===== config.mk =====
export PLATFORM = sky130hd
export DESIGN_NAME = window_comparator_wrap_stepper_flat
export DESIGN_NICKNAME = d
export VERILOG_FILES = /design/src/hdl/wcws_pkg.sv /design/src/hdl/wcws_req_if.sv /design/src/hdl/wcws_rsp_if.sv /design/src/hdl/wcws_core.sv /design/src/hdl/wcws_quant.sv /design/src/hdl/window_comparator_wrap_stepper.sv /design/src/flat_wrapper.sv
export SDC_FILE = /design/constraint.sdc
export NUM_CORES = 2
export LEC_CHECK = 0
export BUFFER_PORTS_ARGS = -buffer_cell sky130_fd_sc_hd__buf_4
export CAP_MARGIN = 20
export CORE_ASPECT_RATIO = 1.25
export CORE_MARGIN = 3
export CORE_UTILIZATION = 62
export DETAILED_ROUTE_END_ITERATION = 6
export PLACE_DENSITY = 0.9
export SETUP_SLACK_MARGIN = 0.05
export SLEW_MARGIN = 10
export SYNTH_ARGS = -nofsm -noshare
export SYNTH_HDL_FRONTEND = slang
export SYNTH_HIERARCHICAL = 1
export SYNTH_SLANG_ARGS = --single-unit

===== constraint.sdc =====
create_clock -name clock -period 27.4 [get_ports clock]
set_clock_uncertainty 0.05 [all_clocks]
set_input_delay 2.74 -clock clock [delete_from_list [all_inputs] [get_ports clock]]
set_output_delay 2.74 -clock clock [all_outputs]
set_load 0.02 [all_outputs]

===== src/hdl/wcws_pkg.sv =====
`timescale 1ns / 1ps
package wcws_pkg;

   // channel store
   localparam int CHANNELS = 16;
   localparam int CH_W     = 4;

   // voltage limits, 1/1024 V units
   localparam int VMAX    = 10240;
   localparam int STEPMAX = 5120;
   localparam int HI_TH   = 1024;
   localparam int LO_TH   = 102;
   localparam int ACC_RST = 1024;

   // csr register indexes
   localparam logic [1:0] CSR_INVERT_MODE = 2'd0;
   localparam logic [1:0] CSR_QUANT_DIV   = 2'd1;
   localparam logic [1:0] CSR_GAIN        = 2'd2;

   // divider length
   localparam int DIV_BITS = 20;

   typedef struct packed {
      logic [3:0]         channel;
      logic               external_mode;
      logic signed [14:0] compare_in;
      logic signed [14:0] invert_level;
      logic signed [14:0] trigger_level;
      logic signed [14:0] reset_level;
      logic signed [14:0] window_bias;
      logic signed [14:0] window_range;
      logic signed [14:0] step_amount;
      logic               manual_trigger;
      logic               manual_reset;
   } req_type;

   typedef struct packed {
      logic signed [14:0] acc;
      logic               above;
      logic               below;
   } upd_type;

endpackage


===== src/hdl/wcws_req_if.sv =====
`timescale 1ns / 1ps
interface wcws_req_if;
   logic               valid;
   logic               ready;
   logic [3:0]         channel;
   logic               external_mode;
   logic signed [14:0] compare_in;
   logic signed [14:0] invert_level;
   logic signed [14:0] trigger_level;
   logic signed [14:0] reset_level;
   logic signed [14:0] window_bias;
   logic signed [14:0] window_range;
   logic signed [14:0] step_amount;
   logic               manual_trigger;
   logic               manual_reset;
   modport source (output valid, channel, external_mode, compare_in, invert_level,
      trigger_level, reset_level, window_bias, window_range, step_amount,
      manual_trigger, manual_reset, input ready);
   modport sink (input valid, channel, external_mode, compare_in, invert_level,
      trigger_level, reset_level, window_bias, window_range, step_amount,
      manual_trigger, manual_reset, output ready);
endinterface


===== src/hdl/wcws_rsp_if.sv =====
`timescale 1ns / 1ps
interface wcws_rsp_if;
   logic               valid;
   logic               ready;
   logic [3:0]         out_channel;
   logic signed [14:0] stepper_out;
   logic               above_window;
   logic               below_window;
   modport source (output valid, out_channel, stepper_out, above_window, below_window,
      input ready);
   modport sink (input valid, out_channel, stepper_out, above_window, below_window,
      output ready);
endinterface


===== src/hdl/wcws_core.sv =====
`timescale 1ns / 1ps
module wcws_core import wcws_pkg::*; (
   input  logic               clock,
   input  logic               reset,
   input  logic               invert_mode,
   input  logic signed [11:0] gain,
   input  req_type            req,
   input  logic               update,
   output upd_type            upd
);

   logic signed [14:0] acc_ff     [CHANNELS];
   logic               toggle_ff  [CHANNELS];
   logic               prev_ff    [CHANNELS];
   logic               trig_st_ff [CHANNELS];
   logic               rst_st_ff  [CHANNELS];

   logic [CH_W-1:0]    idx;
   logic signed [14:0] bias_c, step_c, estep, acc_cur, rng, add, acc_in;
   logic signed [15:0] rng_abs;
   logic signed [16:0] hi2, lo2, acc2, sum;
   logic signed [27:0] prod;
   logic signed [28:0] x2, hix, lox;
   logic               inv_high, toggle_in, invert, above, below, corr_en;
   logic               trig_in, trig_fire, rst_in, rst_fire, trig, rst;

   assign idx = req.channel[CH_W-1:0];

   // clamp the window and step controls
   always_comb begin
      bias_c = req.window_bias;
      if (req.window_bias > 15'(VMAX)) bias_c = 15'(VMAX);
      if (req.window_bias < -15'(VMAX)) bias_c = -15'(VMAX);
      rng_abs = req.window_range[14] ? -16'(req.window_range) : 16'(req.window_range);
      rng = (rng_abs > 16'(VMAX)) ? 15'(VMAX) : rng_abs[14:0];
      step_c = req.step_amount;
      if (req.step_amount > 15'(STEPMAX)) step_c = 15'(STEPMAX);
      if (req.step_amount < -15'(STEPMAX)) step_c = -15'(STEPMAX);
   end

   // invert source
   always_comb begin
      inv_high  = req.invert_level > 15'(HI_TH);
      toggle_in = toggle_ff[idx] ^ (inv_high & ~prev_ff[idx]);
      invert    = invert_mode ? toggle_in : (req.invert_level > 15'sd0);
      estep     = invert ? -step_c : step_c;
   end

   // window compare
   always_comb begin
      acc_cur = acc_ff[idx];
      hi2  = (17'(bias_c) <<< 1) + 17'(rng);
      lo2  = (17'(bias_c) <<< 1) - 17'(rng);
      acc2 = 17'(acc_cur) <<< 1;
      prod = 28'(req.compare_in) * 28'(gain);
      x2   = 29'(prod) <<< 1;
      hix  = 29'(hi2) <<< 10;
      lox  = 29'(lo2) <<< 10;
      above = 1'b0;
      below = 1'b0;
      if (req.external_mode) begin
         above = x2 > hix;
         below = !above && (x2 < lox);
      end else if (!estep[14]) begin
         above = acc2 >= hi2;
         below = !above && (acc2 < lo2);
      end else begin
         above = acc2 > hi2;
         below = !above && (acc2 <= lo2);
      end
   end

   // schmitt triggers
   always_comb begin
      trig_in   = trig_st_ff[idx] ? !(req.trigger_level <= 15'(LO_TH))
                                  : (req.trigger_level >= 15'(HI_TH));
      trig_fire = !trig_st_ff[idx] && (req.trigger_level >= 15'(HI_TH));
      rst_in    = rst_st_ff[idx] ? !(req.reset_level <= 15'(LO_TH))
                                 : (req.reset_level >= 15'(HI_TH));
      rst_fire  = !rst_st_ff[idx] && (req.reset_level >= 15'(HI_TH));
      trig = trig_fire | req.manual_trigger;
      rst  = rst_fire | req.manual_reset;
   end

   // accumulator update
   always_comb begin
      corr_en = !req.external_mode && (above || below) && (rng != 15'sd0);
      if (corr_en) add = above ? -rng : rng;
      else add = estep;
      sum = 17'(acc_cur) + 17'(add);
      if (rst) acc_in = req.external_mode ? 15'sd0 : bias_c;
      else if (trig) begin
         if (sum > 17'(VMAX)) acc_in = 15'(VMAX);
         else if (sum < -17'(VMAX)) acc_in = -15'(VMAX);
         else acc_in = sum[14:0];
      end else acc_in = acc_cur;
      upd.acc   = acc_in;
      upd.above = above;
      upd.below = below;
   end

   // channel state
   always_ff @(posedge clock) begin
      if (reset) begin
         for (int i = 0; i < CHANNELS; i++) begin
            acc_ff[i]     <= 15'(ACC_RST);
            toggle_ff[i]  <= 1'b0;
            prev_ff[i]    <= 1'b0;
            trig_st_ff[i] <= 1'b0;
            rst_st_ff[i]  <= 1'b0;
         end
      end else if (update) begin
         acc_ff[idx]     <= acc_in;
         trig_st_ff[idx] <= trig_in;
         rst_st_ff[idx]  <= rst_in;
         if (invert_mode) begin
            toggle_ff[idx] <= toggle_in;
            prev_ff[idx]   <= inv_high;
         end
      end
   end

endmodule


===== src/hdl/wcws_quant.sv =====
`timescale 1ns / 1ps
module wcws_quant import wcws_pkg::*; (
   input  logic               clock,
   input  logic               reset,
   input  logic               start,
   input  logic signed [14:0] value,
   input  logic [5:0]         divs,
   output logic               done,
   output logic signed [14:0] result
);

   localparam logic [1:0] Q_IDLE = 2'd0;
   localparam logic [1:0] Q_LOAD = 2'd1;
   localparam logic [1:0] Q_DIV  = 2'd2;

   logic [1:0]         state_ff, state_in;
   logic signed [14:0] v_ff;
   logic [5:0]         d_ff;
   logic               neg_ff;
   logic [DIV_BITS-1:0] q_ff, q_in;
   logic [6:0]         rem_ff, rem_in, trial;
   logic [4:0]         cnt_ff, cnt_in;
   logic signed [21:0] prod;
   logic [21:0]        mag, rnd;
   logic [DIV_BITS-1:0] num, qs;
   logic               done_ff, done_in;
   logic signed [14:0] res_ff, res_in;
   logic               ge;

   // scale and round to the grid index
   always_comb begin
      prod = 22'(v_ff) * 22'($signed({1'b0, d_ff}));
      mag  = prod[21] ? 22'(-prod) : 22'(prod);
      rnd  = mag + 22'd512;
      num  = {rnd[19:10], 10'd0} + DIV_BITS'(d_ff >> 1);
   end

   // one quotient bit per cycle
   always_comb begin
      trial = {rem_ff[5:0], q_ff[DIV_BITS-1]};
      ge    = trial >= {1'b0, d_ff};
      qs    = {q_ff[DIV_BITS-2:0], ge};
   end

   always_comb begin
      state_in = state_ff;
      q_in     = q_ff;
      rem_in   = rem_ff;
      cnt_in   = cnt_ff;
      done_in  = 1'b0;
      res_in   = res_ff;
      case (state_ff)
         Q_IDLE: begin
            if (start) begin
               if (divs == 6'd0) begin
                  done_in = 1'b1;
                  res_in  = value;
               end else state_in = Q_LOAD;
            end
         end
         Q_LOAD: begin
            q_in     = num;
            rem_in   = 7'd0;
            cnt_in   = 5'd0;
            state_in = Q_DIV;
         end
         Q_DIV: begin
            q_in   = qs;
            rem_in = ge ? trial - {1'b0, d_ff} : trial;
            cnt_in = cnt_ff + 5'd1;
            if (cnt_ff == 5'(DIV_BITS - 1)) begin
               done_in  = 1'b1;
               res_in   = neg_ff ? -15'(qs) : 15'(qs);
               state_in = Q_IDLE;
            end
         end
         default: state_in = Q_IDLE;
      endcase
   end

   always_ff @(posedge clock) begin
      if (reset) begin
         state_ff <= Q_IDLE;
         done_ff  <= 1'b0;
      end else begin
         state_ff <= state_in;
         done_ff  <= done_in;
      end
   end

   always_ff @(posedge clock) begin
      if (start && state_ff == Q_IDLE) begin
         v_ff   <= value;
         d_ff   <= divs;
         neg_ff <= value[14];
      end
      q_ff   <= q_in;
      rem_ff <= rem_in;
      cnt_ff <= cnt_in;
      res_ff <= res_in;
   end

   assign done   = done_ff;
   assign result = res_ff;

`ifndef SYNTHESIS
   a_div_rem: assert property (@(posedge clock) disable iff (reset)
      state_ff == Q_DIV |-> rem_ff < {1'b0, d_ff})
      else $error("divider remainder out of range");
   a_result_range: assert property (@(posedge clock) disable iff (reset)
      done_ff |-> (res_ff <= 15'(VMAX) && res_ff >= -15'(VMAX)))
      else $error("quantized result out of range");
   a_done_pulse: assert property (@(posedge clock) disable iff (reset)
      done_ff |=> !done_ff)
      else $error("done held longer than one cycle");
`endif

endmodule


===== src/hdl/window_comparator_wrap_stepper.sv =====
`timescale 1ns / 1ps
// channel | dir | handshake   | payload
// req_bus | in  | valid/ready | channel, mode, levels, window, step, manual bits
// rsp_bus | out | valid/ready | out_channel, stepper_out, above/below flags
// csr     | in  | csr_we      | csr_index, csr_wdata (12 bits)
// one request at a time: capture, the channel update, then the quantizer
// (20-bit serial divider, bypassed when the divisor is zero); the result is then
// registered onto rsp_bus, and only after that is the next request taken
// reset (synchronous) sets every accumulator to 1 V and clears all latches
// a result held on rsp_bus stalls only the finish of the following request
module window_comparator_wrap_stepper import wcws_pkg::*; (
   input  logic        clock,
   input  logic        reset,
   wcws_req_if.sink    req_bus,
   wcws_rsp_if.source  rsp_bus,
   input  logic        csr_we,
   input  logic [1:0]  csr_index,
   input  logic [11:0] csr_wdata
);

   localparam logic [1:0] S_IDLE  = 2'd0;
   localparam logic [1:0] S_CALC  = 2'd1;
   localparam logic [1:0] S_QUANT = 2'd2;
   localparam logic [1:0] S_OUT   = 2'd3;

   logic [1:0]         state_ff, state_in;
   logic               mode_ff;
   logic [5:0]         divs_ff;
   logic signed [11:0] gain_ff;
   req_type            req_ff;
   upd_type            upd, upd_ff;
   logic               q_done;
   logic signed [14:0] q_res, hold_ff;
   logic               accept, rsp_valid_ff, out_free;
   logic [3:0]         out_ch_ff;
   logic signed [14:0] out_val_ff;
   logic               out_above_ff, out_below_ff;

   assign accept   = req_bus.valid && req_bus.ready;
   assign out_free = !rsp_valid_ff || rsp_bus.ready;
   assign req_bus.ready = (state_ff == S_IDLE);

   // configuration registers
   always_ff @(posedge clock) begin
      if (reset) begin
         mode_ff <= 1'b0;
         divs_ff <= 6'd0;
         gain_ff <= 12'sd1024;
      end else if (csr_we) begin
         case (csr_index)
            CSR_INVERT_MODE: mode_ff <= csr_wdata[0];
            CSR_QUANT_DIV:   divs_ff <= csr_wdata[5:0];
            CSR_GAIN:        gain_ff <= csr_wdata;
            default: ;
         endcase
      end
   end

   // request capture
   always_ff @(posedge clock) begin
      if (accept) begin
         req_ff.channel        <= req_bus.channel;
         req_ff.external_mode  <= req_bus.external_mode;
         req_ff.compare_in     <= req_bus.compare_in;
         req_ff.invert_level   <= req_bus.invert_level;
         req_ff.trigger_level  <= req_bus.trigger_level;
         req_ff.reset_level    <= req_bus.reset_level;
         req_ff.window_bias    <= req_bus.window_bias;
         req_ff.window_range   <= req_bus.window_range;
         req_ff.step_amount    <= req_bus.step_amount;
         req_ff.manual_trigger <= req_bus.manual_trigger;
         req_ff.manual_reset   <= req_bus.manual_reset;
      end
      if (state_ff == S_CALC) upd_ff <= upd;
      if (q_done) hold_ff <= q_res;
   end

   wcws_core u_core (
      .clock       (clock),
      .reset       (reset),
      .invert_mode (mode_ff),
      .gain        (gain_ff),
      .req         (req_ff),
      .update      (state_ff == S_CALC),
      .upd         (upd)
   );

   wcws_quant u_quant (
      .clock  (clock),
      .reset  (reset),
      .start  (state_ff == S_CALC),
      .value  (upd.acc),
      .divs   (divs_ff),
      .done   (q_done),
      .result (q_res)
   );

   // sequencer
   always_comb begin
      state_in = state_ff;
      case (state_ff)
         S_IDLE:  if (accept) state_in = S_CALC;
         S_CALC:  state_in = S_QUANT;
         S_QUANT: if (q_done) state_in = S_OUT;
         S_OUT:   if (out_free) state_in = S_IDLE;
         default: state_in = S_IDLE;
      endcase
   end

   always_ff @(posedge clock) begin
      if (reset) begin
         state_ff     <= S_IDLE;
         rsp_valid_ff <= 1'b0;
      end else begin
         state_ff <= state_in;
         if (state_ff == S_OUT && out_free) rsp_valid_ff <= 1'b1;
         else if (rsp_bus.ready) rsp_valid_ff <= 1'b0;
      end
   end

   // output register
   always_ff @(posedge clock) begin
      if (state_ff == S_OUT && out_free) begin
         out_ch_ff    <= req_ff.channel;
         out_val_ff   <= hold_ff;
         out_above_ff <= upd_ff.above;
         out_below_ff <= upd_ff.below;
      end
   end

   assign rsp_bus.valid        = rsp_valid_ff;
   assign rsp_bus.out_channel  = out_ch_ff;
   assign rsp_bus.stepper_out  = out_val_ff;
   assign rsp_bus.above_window = out_above_ff;
   assign rsp_bus.below_window = out_below_ff;

`ifndef SYNTHESIS
   a_busy_after_accept: assert property (@(posedge clock) disable iff (reset)
      accept |=> state_ff == S_CALC)
      else $error("request accepted without starting an update");
   a_done_in_quant: assert property (@(posedge clock) disable iff (reset)
      q_done |-> state_ff == S_QUANT)
      else $error("quantizer finished outside its phase");
   a_flags_exclusive: assert property (@(posedge clock) disable iff (reset)
      rsp_valid_ff |-> !(out_above_ff && out_below_ff))
      else $error("above and below both set");
`endif

endmodule

===== src/flat_wrapper.sv =====
// flat-port wrapper written by rule: the top's interface ports become plain ports
module window_comparator_wrap_stepper_flat import wcws_pkg::*;
  (clock, reset, csr_we, csr_index, csr_wdata, req_bus_valid, req_bus_channel, req_bus_external_mode, req_bus_compare_in, req_bus_invert_level, req_bus_trigger_level, req_bus_reset_level, req_bus_window_bias, req_bus_window_range, req_bus_step_amount, req_bus_manual_trigger, req_bus_manual_reset, req_bus_ready, rsp_bus_valid, rsp_bus_out_channel, rsp_bus_stepper_out, rsp_bus_above_window, rsp_bus_below_window, rsp_bus_ready);
  wcws_req_if req_bus_i ();
  wcws_rsp_if rsp_bus_i ();
  input  logic clock;
  input  logic reset;
  input  logic csr_we;
  input  logic [1:0] csr_index;
  input  logic [11:0] csr_wdata;
  input wire logic [$bits(req_bus_i.valid)-1:0] req_bus_valid;
  input wire logic [$bits(req_bus_i.channel)-1:0] req_bus_channel;
  input wire logic [$bits(req_bus_i.external_mode)-1:0] req_bus_external_mode;
  input wire logic [$bits(req_bus_i.compare_in)-1:0] req_bus_compare_in;
  input wire logic [$bits(req_bus_i.invert_level)-1:0] req_bus_invert_level;
  input wire logic [$bits(req_bus_i.trigger_level)-1:0] req_bus_trigger_level;
  input wire logic [$bits(req_bus_i.reset_level)-1:0] req_bus_reset_level;
  input wire logic [$bits(req_bus_i.window_bias)-1:0] req_bus_window_bias;
  input wire logic [$bits(req_bus_i.window_range)-1:0] req_bus_window_range;
  input wire logic [$bits(req_bus_i.step_amount)-1:0] req_bus_step_amount;
  input wire logic [$bits(req_bus_i.manual_trigger)-1:0] req_bus_manual_trigger;
  input wire logic [$bits(req_bus_i.manual_reset)-1:0] req_bus_manual_reset;
  output wire logic [$bits(req_bus_i.ready)-1:0] req_bus_ready;
  output wire logic [$bits(rsp_bus_i.valid)-1:0] rsp_bus_valid;
  output wire logic [$bits(rsp_bus_i.out_channel)-1:0] rsp_bus_out_channel;
  output wire logic [$bits(rsp_bus_i.stepper_out)-1:0] rsp_bus_stepper_out;
  output wire logic [$bits(rsp_bus_i.above_window)-1:0] rsp_bus_above_window;
  output wire logic [$bits(rsp_bus_i.below_window)-1:0] rsp_bus_below_window;
  input wire logic [$bits(rsp_bus_i.ready)-1:0] rsp_bus_ready;
  assign req_bus_i.valid = req_bus_valid;
  assign req_bus_i.channel = req_bus_channel;
  assign req_bus_i.external_mode = req_bus_external_mode;
  assign req_bus_i.compare_in = req_bus_compare_in;
  assign req_bus_i.invert_level = req_bus_invert_level;
  assign req_bus_i.trigger_level = req_bus_trigger_level;
  assign req_bus_i.reset_level = req_bus_reset_level;
  assign req_bus_i.window_bias = req_bus_window_bias;
  assign req_bus_i.window_range = req_bus_window_range;
  assign req_bus_i.step_amount = req_bus_step_amount;
  assign req_bus_i.manual_trigger = req_bus_manual_trigger;
  assign req_bus_i.manual_reset = req_bus_manual_reset;
  assign req_bus_ready = req_bus_i.ready;
  assign rsp_bus_valid = rsp_bus_i.valid;
  assign rsp_bus_out_channel = rsp_bus_i.out_channel;
  assign rsp_bus_stepper_out = rsp_bus_i.stepper_out;
  assign rsp_bus_above_window = rsp_bus_i.above_window;
  assign rsp_bus_below_window = rsp_bus_i.below_window;
  assign rsp_bus_i.ready = rsp_bus_ready;
  window_comparator_wrap_stepper u_core (.clock(clock), .reset(reset), .req_bus(req_bus_i), .rsp_bus(rsp_bus_i), .csr_we(csr_we), .csr_index(csr_index), .csr_wdata(csr_wdata));
endmodule

==> results by group <==
Final layout
  • Share of layout cells above drive strength 1: 0.127
  • Fin nets: 4,191
  • Area of the multi-input gates: 0.0205 mm²
  • Fillers: 3,960
  • Layout area overhead: 9.54%
  • Final core occ: 0.693
  • Reg area: 0.0161 mm²

Timing
  • Slew headroom: 0.173
  • Setup violations, final: 0
  • Crit share post-route: 0.461
  • Count of final max-slew check failures: 0
  • Max Clk Rate: 79.1 MHz
  • Tmin final: 12.64 ns
  • Post-route worst setup slack: 14.76 ns
  • RSZ-0062 raised after global routing: false
  • Measured slew at the worst slew-check pin: 1.24 ns
  • Fin. Hold Viols: 0
  • TNS Setup: 0 ns

Placement
  • Gpl congestion: slightly below 1
  • IO Port Bufs: approximately 150
  • Post-Place Setup Slack: 15.06 ns
  • Post-DP HPWL: 75.2 mm

Worst setup path
  • CP Capture Type: register
  • CP most frequent cell: a21oi_1
  • Max stage delay on crit path: 0.66 ns
  • Required time of the worst setup path: 27.69 ns
  • Max FO, Critical Path: 28
  • Kind of critical path: register to register
  • Worst path slowest cell: o211a_1
  • Setup crit start kind: register
  • Critical Path AT: between 10 and 15 ns

CTS
  • Setup bufs post-CTS: 0
  • CTS Buffer Depth: 3
  • CTS Root Cell: clkbuf_16
  • CTS tree: yes
  • H-tree depth: 2
  • # hold bufs at CTS: 0
  • Clock-pin slew on the worst setup and hold paths: roughly 0.070 ns
  • Clock Sinks: 546
  • Worst skew pair latency: 0.66 ns
  • Num CTS Buffers: 52
  • PostCTS Resize Cnt: 0

Synth
  • Mean Syn Cell Area: between 10 and 15 µm²
  • Ys Warns: 6
  • Top-count cell post-synth: edfxtp_1
  • Synth top area share: 0.404
  • Post-synth EDFFs: 521
  • Synth Register Bits: around 550
  • Seq/Total Area, Yosys: 0.417
  • Asr flop ratio synth: 0
  • Primary FF master, synth: edfxtp_1
  • Post-synth top cells: edfxtp_1, inv_1, a21oi_1
  • Cell area after synthesis: 0.0387 mm²
  • Largest area contributor in the netlist: edfxtp_1
  • Synth top area cells: edfxtp_1, fa_1, ha_1
  • Synth cell types: 110
  • Synth Instances: 3,495

Route
  • WL/cell: 24.9 µm
  • Detail Route Antenna Nets: 0
  • Final WL: 111 mm
  • Vias/cell: 6.65
  • DR vias: 29,651
  • Iter 0 DRT Violations: about 3,900
  • DRC Markers: 1
  • DR pass1 iterations: 7

Die
  • Total die area: around 0.066 mm²
  • Initial Util: 0.632
  • I/O Pins: between 150 and 200
  • DIE HEIGHT: 286 µm
  • Die Wd: 230 µm
  • Core area: ~0.06 mm²
  • Site Rows: 101

GRT
  • First-pass GRT wire length: about 170 mm
  • Final global-route overflow total: 0
  • Largest net degree at the start of global routing: 76
  • Initial antenna violation count: 1
  • Vias in the first global route: 30,105
  • Gr usage total: 0.330

Outcome
  • Outcome: complete, but fails checks
  • Violations in the final reports: DRC

Min path
  • Min-Delay Path Class: register to register

Job
  • Max_cap viols: 0
-- critical path, delay by kind of cell, from the launching register on --
kind / cells / cell delay, ns
adders and majority gates: 4 / 1.31
and+or+nand+nor: 12 / 3.00
muxes: 1 / 0.42
xor gates and xnor gates: 2 / 0.54
buffers and inverters: 3 / 0.48
DFF: 1 / 0.47
AOI/OAI and AO/OA: 22 / 6.07
-- routing by layer --
layer | track usage | routed length (µm) | vias to the layer above
met5 | 0 | 0 | -
met4 | 0.249 | 10500 | 0
met2 | 0.563 | 54600 | 2302
li1 | - | - | 12494
met1 | 0.366 | 34900 | 14181
met3 | 0.0627 | 11200 | 674
-- cells by family (layout without fill, tap and decap cells) --
| family | Yosys count | count (layout) | share of synthesized area |
|---|---|---|---|
| AND/OR/NAND/NOR | 1017 | 1017 | 0.132 |
| AO/OA/AOI/OAI | 652 | 652 | 0.106 |
| buffers and inverters | 555 | 692 | 0.0561 |
| flip-flops | 546 | 546 | 0.417 |
| adder cells (fa/ha/maj) | 469 | 469 | 0.197 |
| XOR/XNOR | 136 | 136 | 0.0311 |
| multiplexers | 118 | 118 | 0.0613 |
| other | 2 | 5 | 0.000194 |
-- worst paths after layout --
kind,start,end,slack [ns],cells past startpoint
max,u_core/req_ff[17],u_core/u_quant/result[11],14.76,44
max reg2reg,u_core/req_ff[17],u_core/u_quant/result[11],14.76,44
min reg2reg,u_core/hold_ff[12],u_core/rsp_bus.stepper_out[12],0.37,0
min,u_core/hold_ff[12],u_core/rsp_bus.stepper_out[12],0.37,0
-- state kept, by name, summed over array words and instances, names as in the netlist, 12 cells and up --
| signal | cells |
|---|---|
| u_core/gain_ff | 12 |
| u_core/hold_ff | 15 |
| u_core/req_ff | 112 |
| u_core/rsp_bus.stepper_out | 15 |
| u_core/u_core/acc_ff | 240 |
| u_core/u_core/prev_ff | 16 |
| u_core/u_core/rst_st_ff | 16 |
| u_core/u_core/toggle_ff | 16 |
| u_core/u_core/trig_st_ff | 16 |
| u_core/u_quant/q_ff | 20 |
| u_core/u_quant/result | 15 |
| u_core/u_quant/v_ff | 15 |
-- final cells by class --
class	count	area share
sequential	546	0.380
clock inverter	32	0.00693
multi-input combinational	2396	0.482
tap	824	0.0243
timing repair buffer	216	0.0394
antenna	1	0.0000590
clock buffer	64	0.0332
inverter	380	0.0336
-- through the flow --
stage | hold slack [ns] | std cells | area [µm²]
floorplan | 0.350 | 3497 | 38800
global placement | 0.352 | 4353 | 40600
detailed placement | 0.355 | 4354 | 40600
CTS | 0.367 | 4450 | 42300
global route | 0.374 | 4459 | 42400
finish | 0.367 | 4459 | 42400
-- placed cells by master (no fill, tap or decap), types with 26 or more instances in the layout --
| cell | instances |
|---|---|
| nor3_1 | 71 |
| o21ai_0 | 75 |
| edfxtp_1 | 521 |
| nor2_1 | 248 |
| a21oi_1 | 297 |
| fa_1 | 235 |
| buf_4 | 211 |
| xor2_1 | 45 |
| and3_1 | 26 |
| ha_1 | 232 |
| nand3_1 | 50 |
| nand2_1 | 269 |
| mux4_2 | 95 |
| nand2b_1 | 52 |
| and2_1 | 155 |
| a21o_1 | 55 |
| inv_1 | 380 |
| clkbuf_16 | 53 |
| xnor2_1 | 89 |
Power is left out: the tool's default activity adds up to more than one toggle a clock period on the data nets, which glitch-free logic cannot reach.
